<file path="config.mk">
export PLATFORM = sky130hd
export DESIGN_NAME = lecb_out
export DESIGN_NICKNAME = d
export VERILOG_FILES = /design/src/hdl/lecb_pkg.sv /design/src/hdl/lecb_out.sv
export VERILOG_INCLUDE_DIRS = /design/src /design/src/hdl
export SDC_FILE = /design/constraint.sdc
export NUM_CORES = 1
export LEC_CHECK = 0
export ABC_AREA = 1
export BUFFER_PORTS_ARGS = -buffer_cell sky130_fd_sc_hd__clkbuf_2
export CAP_MARGIN = 20
export CORE_MARGIN = 4
export CORE_UTILIZATION = 35
export CTS_CLUSTER_SIZE = 16
export DETAILED_ROUTE_END_ITERATION = 10
export PLACE_DENSITY = 0.74
export SETUP_SLACK_MARGIN = 0.15
export SYNTH_ARGS = -nofsm -noshare
export SYNTH_HDL_FRONTEND = slang
export SYNTH_SLANG_ARGS = --single-unit
export TNS_END_PERCENT = 5
</file>
<file path="constraint.sdc">
create_clock -name clock -period 0.8 [get_ports clock]
set_input_delay 0.04 -clock clock [delete_from_list [all_inputs] [get_ports clock]]
set_output_delay 0.04 -clock clock [all_outputs]
set_load 0.02 [all_outputs]
</file>
<file path="src/hdl/assert_macros.svh">
// Assertion macros shared by the line edit buffer modules.
// Needs nothing else; files that check their own logic include it.
`ifndef ASSERT_MACROS_SVH
`define ASSERT_MACROS_SVH

// Same-cycle implication, checked outside reset.
`define LECB_ASSERT_IMP(label, clk, rst, ante, cons) \
   label: assert property (@(posedge clk) disable iff (rst) (ante) |-> (cons)) \
      else $error("lecb: same-cycle check failed");

// Next-cycle implication, checked outside reset.
`define LECB_ASSERT_NEXT(label, clk, rst, ante, cons) \
   label: assert property (@(posedge clk) disable iff (rst) (ante) |=> (cons)) \
      else $error("lecb: next-cycle check failed");

`endif

</file>
<file path="src/hdl/lecb_pkg.sv">
// Types and constants of the line edit character buffer.
// Used by the result stage and the top level; depends on nothing.
package lecb_pkg;

   localparam int DEPTH_DEF    = 1024;
   localparam int MAX_READ_DEF = 64;

   localparam int BYTE_W = 8;
   localparam int FILL_W = 11;
   localparam int CNT_W  = 16;
   localparam int RC_W   = 7;
   localparam int CMD_W  = 2;

   localparam int CSR_AW = 1;
   localparam int CSR_DW = 11;

   localparam int REQ_TDATA_W = 16;
   localparam int RSP_BITS    = BYTE_W + CNT_W + FILL_W + CNT_W;
   localparam int RSP_TDATA_W = 56;

   localparam logic [CSR_AW-1:0] REG_IGNORE_BS = 1'd0;
   localparam logic [CSR_AW-1:0] REG_MAX_FILL  = 1'd1;

   localparam logic [FILL_W-1:0] MAX_FILL_RST = 11'd1024;
   localparam logic [CNT_W-1:0]  CNT_MAX      = 16'hFFFF;

   localparam logic [BYTE_W-1:0] CH_BS  = 8'h08;
   localparam logic [BYTE_W-1:0] CH_NL  = 8'h0A;
   localparam logic [BYTE_W-1:0] CH_NUL = 8'h00;

   typedef enum logic [CMD_W-1:0] {
      CMD_WRITE = 2'd0,
      CMD_READ  = 2'd1,
      CMD_FLUSH = 2'd2
   } cmd_type;

   typedef enum logic [2:0] {
      ST_IDLE,
      ST_SCAN,
      ST_PREP,
      ST_EMIT,
      ST_STAT
   } state_type;

   typedef struct packed {
      logic [BYTE_W-1:0] out_byte;
      logic              has_byte;
      logic              last;
      logic [CNT_W-1:0]  write_total;
      logic [FILL_W-1:0] fill;
      logic [CNT_W-1:0]  line_total;
   } rsp_type;

endpackage

</file>
<file path="src/hdl/lecb_out.sv">
// Result register of the line edit buffer: holds one response until taken.
// Depends on lecb_pkg and assert_macros.svh.
`include "assert_macros.svh"

module lecb_out
   import lecb_pkg::*;
(
   input  logic    clock,
   input  logic    reset,
   input  logic    load_i,
   input  rsp_type item_i,
   input  logic    ready_i,
   output logic    free_o,
   output logic    valid_o,
   output rsp_type item_o
);

   logic    vld_ff;
   logic    vld_in;
   rsp_type item_ff;

   // The slot can take a new response when empty or when the current one leaves now.
   assign free_o = !vld_ff || ready_i;

   always_comb begin
      vld_in = vld_ff;
      if (load_i) begin
         vld_in = 1'b1;
      end else if (ready_i) begin
         vld_in = 1'b0;
      end
   end

   always_ff @(posedge clock) begin
      if (reset) begin
         vld_ff <= 1'b0;
      end else begin
         vld_ff <= vld_in;
      end
   end

   always_ff @(posedge clock) begin
      if (load_i) begin
         item_ff <= item_i;
      end
   end

   assign valid_o = vld_ff;
   assign item_o  = item_ff;

   `LECB_ASSERT_IMP(a_no_overrun, clock, reset, load_i, !vld_ff || ready_i)
   `LECB_ASSERT_NEXT(a_load_shows, clock, reset, load_i, vld_ff)

endmodule

</file>
==> impl_metrics.yaml <==
global_route:
  grt_max_degree: 33
  grt_pass1_wl_mm: 6.90
  grt_overflow: 0
  grtUsageTotal: 0.159
  antenna_found_initial: 0
  grt_pass1_vias: 1316
sta:
  period_minus_slack_ns: 0.925
  max_slew.worst_pin.slew_ns: 0.170
  skew_ns: 0
  fin_crit_sh: 1.16
  drv_slew: 0
  setup_violations: 55
  rsz0062_at_grt: "yes"
  hold_viol: 0
  tns_ns: -3.96
  max_freq_mhz: 1080
  slew_headroom: 0.887
  postLayoutSetupSlackWorst_ns: -0.125
  hold_ws_ns: 0.0305
worst_setup_path:
  crit_path_end: "item_o[29]"
  startpoint: "item_o[29]$_DFFE_PP_"
  ff2ff_setup_slack_ns: 0.19
  cp_top_family: "flip-flops"
  end_kind: "output pin"
  r2r_end: "valid_o$_SDFFE_PP0P_"
  cp-start-kind: "register"
  cp.required_ns: 0.76
  critPathArrivalTime_ns: 0.88
  cp_max_fo: 1
  path_depth: 1
  critPathMaxStageDelay_ns: 0.41
  r2r_start: "valid_o$_SDFFE_PP0P_"
  path_cells: "buf_2"
  reg2reg_depth: 2
  worst-setup-path-type: "reg2out"
  critPathBufInv: 1
  worst_path_max_delay_cell: "edfxtp_1"
run_status:
  failed_checks: "setup timing"
  status: "finished, violations left"
final_layout:
  final_layout_size_suffix_gt1_frac: 0.528
  final_area_mm2: 0.00301
  diodes: 0
  syn_to_final_growth_pct: 83.9
  finalNetCount: 289
power_and_ir_drop:
  leakagePower_nw: 1.31
  power.density_mw_per_mm2: 2050
  vdd_drop_max_v: 0.00125
  power_w: 0.00615
logic_synthesis:
  synthTopCellsByCount: "edfxtp_1 (53), inv_1 (2), a21oi_2 (1), dfxtp_1 (1), nand2_2 (1)"
  synth_top_cell_area_share: 0.974
  synth_edf_count: 53
  postSynth.asyncResetShare: 0
  synth_top_area_cell: "edfxtp_1"
  syn_area_mm2: 0.00163
  synth.net_count: 115
  yosysMostFrequentCell: "edfxtp_1"
  yosys_warnings: 0
  synth_seq_area_share: 0.986
  synthTopCellsByArea: "edfxtp_1 (97%), dfxtp_1 (1.2%), a21oi_2 (0.54%)"
  syn-mean-instance-area_um2: 28.2
  synthDistinctLibCells: 5
  synth-seq-cells: 54
  synthCells: 58
  synthFlopType: "edfxtp_1"
placed_design:
  post-place-ws_ns: 0.0823
  gp_congestion: 0.693
  io_buffers: 111
  placed_cell_area_mm2: 0.00230
clock_network:
  cts.path.max_buffers: 2
  cts_buffers: 5
  cts_root_buf: "clkbuf_8"
  cts_sinks: 54
  clk_latency_ns: 0.29
  clk_pin_slew_ns: 0.09
  cts_tree: "yes"
  htreeDepth: 2
detailed_routing:
  dr.pass1.iters: 4
  first_iter_violations: 69
  post_drt_wl_per_cell_um: 16.0
  via_count: 1206
  wirelength_mm: 4.55
  ant_nets: 0
  drc: 0
  viasPerCell: 4.23
hold_path:
  hold_path.class: "in2reg"
  hold_path_depth: 4
floorplanning:
  die_y_um: 76.3
  start_util: 0.368
  ios: 112
  die_width_um: 76.3
  fp-row-count: 24
  die_area_mm2: 0.00583
  coreArea_mm2: 0.00444
run:
  drv_cap: 0
[flip-flops by register name, summed over array words and instances, names as in the netlist]
signal and cells:
item_o 53, valid_o 1
[metrics by stage]
step,utilization,std cells
2_1_floorplan,-,58
3_3_place_gp,0.518,223
3_5_place_dp,0.518,223
4_1_cts,0.669,285
5_1_grt,0.676,285
6_report,0.676,285
[area by class of cell]
type / count / area, µm²
Multi-Input combinational cell: 2 / 20.0
Tap cell: 52 / 65.1
Clock inverter: 2 / 37.5
Fill cell: 292 / 1440
Clock buffer: 6 / 72.6
Inverter: 2 / 7.51
Sequential cell: 54 / 1620
Timing Repair Buffer: 167 / 1190
[worst min-delay path: stages]
cell and delay (ns):
clkbuf_2 0.08, inv_1 0.05, nand2_4 0.08, a21oi_2 0.05
[worst min-delay path by stage]
stage,startpoint,endpoint
finish,ready_i,valid_o$_SDFFE_PP0P_
global route,ready_i,valid_o$_SDFFE_PP0P_
CTS,ready_i,valid_o$_SDFFE_PP0P_
detailed placement,reset,valid_o$_SDFFE_PP0P_
global placement,reset,valid_o$_SDFFE_PP0P_
floorplan,reset,valid_o$_SDFFE_PP0P_
[timing repair]
item | CTS | global route
buffers inserted | 0 | 0
hold endpoints to repair | 54 | 0
hold buffers | 54 | 0
pin swaps | 1 | 0
resized for setup | 4 | 61
setup endpoints to repair | 55 | 55
cloned | 0 | 0
[per-layer routing]
layer / up-vias / track usage / routed length [µm]
li1: 576 / - / -
met1: 555 / 0.158 / 1630
met2: 70 / 0.293 / 2480
met3: 5 / 0.0662 / 378
met4: 0 / 0.0543 / 62
met5: - / 0 / 0
[cells by family (layout without fill, tap and decap cells)]
logic type | count (synthesis) | count (layout) | share of synthesized area
DFF | 54 | 54 | 0.986
buffers and inverters | 2 | 177 | 0.00460
AOI/OAI and AO/OA | 1 | 1 | 0.00536
and+or+nand+nor | 1 | 1 | 0.00383
[where the power goes]
group          switching [W]  internal [W]
combinational       0.000512      0.000465
clock               0.000828      0.000934
sequential         0.0000651       0.00335
[cells in the final DEF, fill, tap and decap left out, types with 2 or more instances in the layout]
cell            n
clkbuf_2       60
buf_12          2
buf_6           5
buf_8           2
clkbuf_8        5
inv_1           2
edfxtp_1       53
dlygate4sd3_1  54
buf_2          44
Power figures use the tool's default switching activity.
