## config.mk

```make
export PLATFORM = sky130hd
export DESIGN_NAME = lecb_ram
export DESIGN_NICKNAME = d
export VERILOG_FILES = /design/src/hdl/assert_macros.svh /design/src/hdl/lecb_ram.sv
export SDC_FILE = /design/constraint.sdc
export NUM_CORES = 1
export LEC_CHECK = 0
export BUFFER_PORTS_ARGS = -buffer_cell sky130_fd_sc_hd__clkbuf_2
export CORE_ASPECT_RATIO = 1.75
export CORE_MARGIN = 2
export CORE_UTILIZATION = 40
export CTS_BUF_LIST = sky130_fd_sc_hd__clkbuf_8 sky130_fd_sc_hd__clkbuf_16
export CTS_CLUSTER_SIZE = 10
export DETAILED_ROUTE_END_ITERATION = 6
export PLACE_DENSITY = 0.52
export SLEW_MARGIN = 20
export SYNTH_ARGS = -nofsm -noshare
export SYNTH_HDL_FRONTEND = slang
export SYNTH_SLANG_ARGS = --single-unit
export TNS_END_PERCENT = 10
```

## constraint.sdc

```tcl
create_clock -name clock -period 2.95 [get_ports clock]
set_clock_uncertainty 0.15 [all_clocks]
set_input_delay 0.885 -clock clock [delete_from_list [all_inputs] [get_ports clock]]
set_output_delay 0.885 -clock clock [all_outputs]
set_load 0.01 [all_outputs]
```

## src/hdl/assert_macros.svh

```systemverilog
// Assertion macros shared by the line edit buffer modules.
// Needs nothing else; files that check their own logic include it.
`ifndef ASSERT_MACROS_SVH
`define ASSERT_MACROS_SVH

// Same-cycle implication, checked outside reset.
`define LECB_ASSERT_IMP(label, clk, rst, ante, cons) \
   label: assert property (@(posedge clk) disable iff (rst) (ante) |-> (cons)) \
      else $error("lecb: same-cycle check failed");

// Next-cycle implication, checked outside reset.
`define LECB_ASSERT_NEXT(label, clk, rst, ante, cons) \
   label: assert property (@(posedge clk) disable iff (rst) (ante) |=> (cons)) \
      else $error("lecb: next-cycle check failed");

`endif

```

## src/hdl/lecb_ram.sv

```systemverilog
// Generic single-port-write, single-port-read RAM with a registered read.
// Stand-alone; no package needed. Read data holds while rd_en is low.
module lecb_ram #(
   parameter int WIDTH = 8,
   parameter int DEPTH = 16
) (
   input  logic                                   clock,
   input  logic                                   wr_en,
   input  logic [(DEPTH > 1 ? $clog2(DEPTH) : 1)-1:0] wr_addr,
   input  logic [WIDTH-1:0]                       wr_data,
   input  logic                                   rd_en,
   input  logic [(DEPTH > 1 ? $clog2(DEPTH) : 1)-1:0] rd_addr,
   output logic [WIDTH-1:0]                       rd_data
);

   logic [WIDTH-1:0] mem_ff [DEPTH];
   logic [WIDTH-1:0] rd_data_ff;

   always_ff @(posedge clock) begin
      if (wr_en) begin
         mem_ff[wr_addr] <= wr_data;
      end
      if (rd_en) begin
         rd_data_ff <= mem_ff[rd_addr];
      end
   end

   assign rd_data = rd_data_ff;

endmodule

```

==> results.txt <==
----------------------------------------------------
[Run status]
  Outcome ... completed

[Flow run]
  Max-cap viol count ... 0

[Worst setup path]
  Critical path capture point type ... flop
  CP Data Required Time ... 2.96 ns
  Reg2Reg Capture Point ... rd_data[5]$_DFFE_PP_
  Largest fanout on the critical path ... 15
  Launch instance of the worst register-to-register path ... mem_ff[1][5]$_DFFE_PP_
  WP data arrival ... 2.25 ns
  Register-to-register setup slack ... 1.23 ns
  R2R depth ... 3
  Category of the most critical setup path ... in -> reg
  Nature of the critical path startpoint ... input pin

[Clock tree]
  Number of clock sinks ... 136
  Clk slew on worst S/H paths ... 0.06 ns
  Number of hold buffers added after cts ... 0
  Maximum level of the CTS H-tree ... 4
  Maximum number of buffers from clock root to sink ... 2
  Clock buffer count from CTS ... 17
  CTS Root Buffer Type ... sky130_fd_sc_hd__clkbuf_16
  Clock insertion delay at the later pin of the skew report ... 0.41 ns
  # resized after CTS ... 0
  Buffers inserted by post-CTS timing repair ... 0
  CTS tree ... done

[Routing]
  Drt initial violations ... 183
  Post-detailed-route DRC marker count ... 0
  Number of detailed-route iterations in the first pass ... 4
  Average via count per standard cell ... 5.13
  Number of nets still failing antenna checks after routing ... 0
  Total via count after detailed routing ... 2408
  Mean routed wirelength per cell ... 22.5 um
  Total routed wirelength ... 10500 um

[Global routing]
  Met2 global-route usage ... 30.2%
  Busiest metal layer after global routing ... met2
  Wire length of the first global-routing pass ... 16100 um
  Maximum number of pins on one net before global-route repair ... 33
  Met3 GRT Util ... 3.78%
  Met1 capacity usage during global routing ... 18.2%
  Number of antenna violations at the first check in global routing ... 0
  Number of global-route vias before repair ... 2678
  Aggregate global routing overflow ... 0
  Global router's overall resource usage ... 16.4%

[STA]
  Maximum operating frequency ... 446 MHz
  Final number of max-transition violations ... 0
  Worst setup margin ... 0.709 ns
  RSZ-0062 raised after global routing ... no
  Final-report setup violation count ... 0
  Tightest slew margin relative to the limit ... 57.7%
  Hold violation total from the final report ... 0
  Period Utilization, post-route ... 76.0%
  Post-layout minimum cycle time ... 2.24 ns
  Accumulated negative setup slack ... 0 ns
  Transition time at the pin with the least slew margin ... 0.631 ns

[Power and ir drop]
  Cell internal power dissipation ... 0.00360 W
  Part of the power in registers ... 48.5%
  Fraction of power consumed by combinational cells ... 4.5%
  Clock share of power ... 46.9%
  Switching power as a share of total power ... 20.3%
  Leak Pwr ... 2.13 nW
  Power Dens Cells ... 718 nW/um2
  Power, Total ... 0.00451 W
  Net switching component of the power ... 0.000915 W
  VDD IR-drop max ... 0.386 mV

[Layout]
  Inserted Diodes ... 0
  Post-route core utilization ... 48.8%
  Area Overhead vs Synth ... 20.2%
  Net total in the final layout ... 304
  Share of layout cells above drive strength 1 ... 32.2%

[Floorplanning]
  Starting density of the core ... 40.6%
  Width of the die ... 90.4 um
  Floorplan die area ... 14000 um2
  Placement row count ... 55
  Area of the core ... 12900 um2
  IO Count ... 27
  Die Height ... 155 um

[Yosys]
  Mapped Area ... 5230 um2
  Number of distinct library cells after synthesis ... 18
  Post-synthesis net count ... 248
  Number of cells produced by synthesis ... 229
  Mean instance size in the synthesized netlist ... 22.8 um2
  Register area share after synthesis ... 78.1%
  Number of synthesized register bits ... 136
  Count of yosys warnings during synthesis ... 0

[Hold path]
  Worst hold path depth ... 3
  Endpoint, Worst Hold ... rd_data[1]$_DFFE_PP_
  Class of the tightest hold or removal check ... reg -> reg
  Source of the worst hold timing path ... mem_ff[11][1]$_DFFE_PP_

[Placement]
  Post-DP HPWL ... 7160 um
  Final weighted congestion in routability-driven placement ... 0.728
  Count of port buffers added during placement ... 26
  Setup slack at placement ... 0.283 ns

----------------------------------------------------
worst max-delay path, cell delays in order:
cell                       delay (ns)
sky130_fd_sc_hd__clkbuf_2        0.14
sky130_fd_sc_hd__buf_12          0.19
sky130_fd_sc_hd__mux4_1          0.65
sky130_fd_sc_hd__a22oi_1         0.29
sky130_fd_sc_hd__nand2_1         0.08
state kept, by name (all words and copies together), names as in the netlist:
name	cells
mem_ff	128
rd_data	8
cell type report:
type / instances / area [um2]
Fill cell: 1085 / 6590
Clock buffer: 17 / 425
Sequential cell: 136 / 4080
Timing Repair Buffer: 47 / 325
Clock inverter: 15 / 176
Tap cell: 171 / 214
Multi-Input combinational cell: 83 / 1060
worst max-delay path by stage:
stage / startpoint / end / slack, ns
floorplan: wr_addr[2] / mem_ff[0][0]$_DFFE_PP_ / 0.42
global placement: rd_addr[0] / rd_data[5]$_DFFE_PP_ / 0.29
detailed placement: rd_addr[0] / rd_data[5]$_DFFE_PP_ / 0.28
CTS: rd_addr[0] / rd_data[5]$_DFFE_PP_ / 0.72
global route: rd_addr[0] / rd_data[5]$_DFFE_PP_ / 0.65
finish: rd_addr[0] / rd_data[5]$_DFFE_PP_ / 0.71
metal layers:
metal / vias to the layer above / routed length (um)
met5: - / 0
met2: 42 / 6080
met3: 13 / 235
met1: 1261 / 4050
li1: 1092 / -
met4: 0 / 171
placed cells by master, fill, tap and decap left out, types with 9 or more instances in the layout:
| master | synthesis | final |
|---|---|---|
| sky130_fd_sc_hd__mux4_2 | 18 | 18 |
| sky130_fd_sc_hd__mux4_1 | 14 | 14 |
| sky130_fd_sc_hd__nand2_1 | 9 | 9 |
| sky130_fd_sc_hd__clkbuf_2 | 0 | 26 |
| sky130_fd_sc_hd__clkbuf_16 | 0 | 17 |
| sky130_fd_sc_hd__nor2_1 | 13 | 13 |
| sky130_fd_sc_hd__buf_4 | 1 | 18 |
| sky130_fd_sc_hd__edfxtp_1 | 136 | 136 |
| sky130_fd_sc_hd__a22oi_1 | 16 | 16 |
per-stage QoR:
stage | std cells | hold WS, ns | area, um2
2_1_floorplan | 229 | 0.555 | 5230
3_3_place_gp | 437 | 0.589 | 5680
3_5_place_dp | 437 | 0.602 | 5680
4_1_cts | 469 | 0.608 | 6280
5_1_grt | 469 | 0.644 | 6280
6_report | 469 | 0.601 | 6280
synth_stat cells:
library cell | count | area share, %
sky130_fd_sc_hd__a22oi_1 | 16 | 2.3
sky130_fd_sc_hd__buf_4 | 1 | 0.14
sky130_fd_sc_hd__edfxtp_1 | 136 | 78
sky130_fd_sc_hd__nand3b_1 | 2 | 0.29
sky130_fd_sc_hd__nor2b_1 | 1 | 0.12
sky130_fd_sc_hd__nand3_1 | 1 | 0.096
sky130_fd_sc_hd__mux4_2 | 18 | 7.8
sky130_fd_sc_hd__nor3_1 | 4 | 0.38
sky130_fd_sc_hd__buf_6 | 3 | 0.65
sky130_fd_sc_hd__nand2b_1 | 2 | 0.24
sky130_fd_sc_hd__or3b_2 | 1 | 0.17
sky130_fd_sc_hd__buf_2 | 3 | 0.29
sky130_fd_sc_hd__mux4_1 | 14 | 7.0
sky130_fd_sc_hd__and2_1 | 1 | 0.12
sky130_fd_sc_hd__nand2_1 | 9 | 0.65
sky130_fd_sc_hd__nor2_1 | 13 | 0.93
sky130_fd_sc_hd__and2b_1 | 1 | 0.14
sky130_fd_sc_hd__clkdlybuf4s25_2 | 3 | 0.57
power by group through the flow:
stage	Combinational, W	Clock [W]	Sequential (W)
6_report	0.000205	0.00212	0.00219
5_1_grt	0.000225	0.00225	0.00219
4_1_cts	0.000211	0.00216	0.00219
3_5_place_dp	0.000211	0	0.00223
3_3_place_gp	0.000209	0	0.00223
2_1_floorplan	0.000110	0	0.00223
cell families (layout without fill, tap and decap cells):
group	count (synthesis)	count (layout)	synth area share, %
AOI/OAI and AO/OA	16	16	2.30
buffers and inverters	10	79	1.65
DFF	136	136	78.1
muxes	32	32	14.8
and+or+nand+nor	35	35	3.14
No activity file was read; power rests on OpenSTA's default activity.
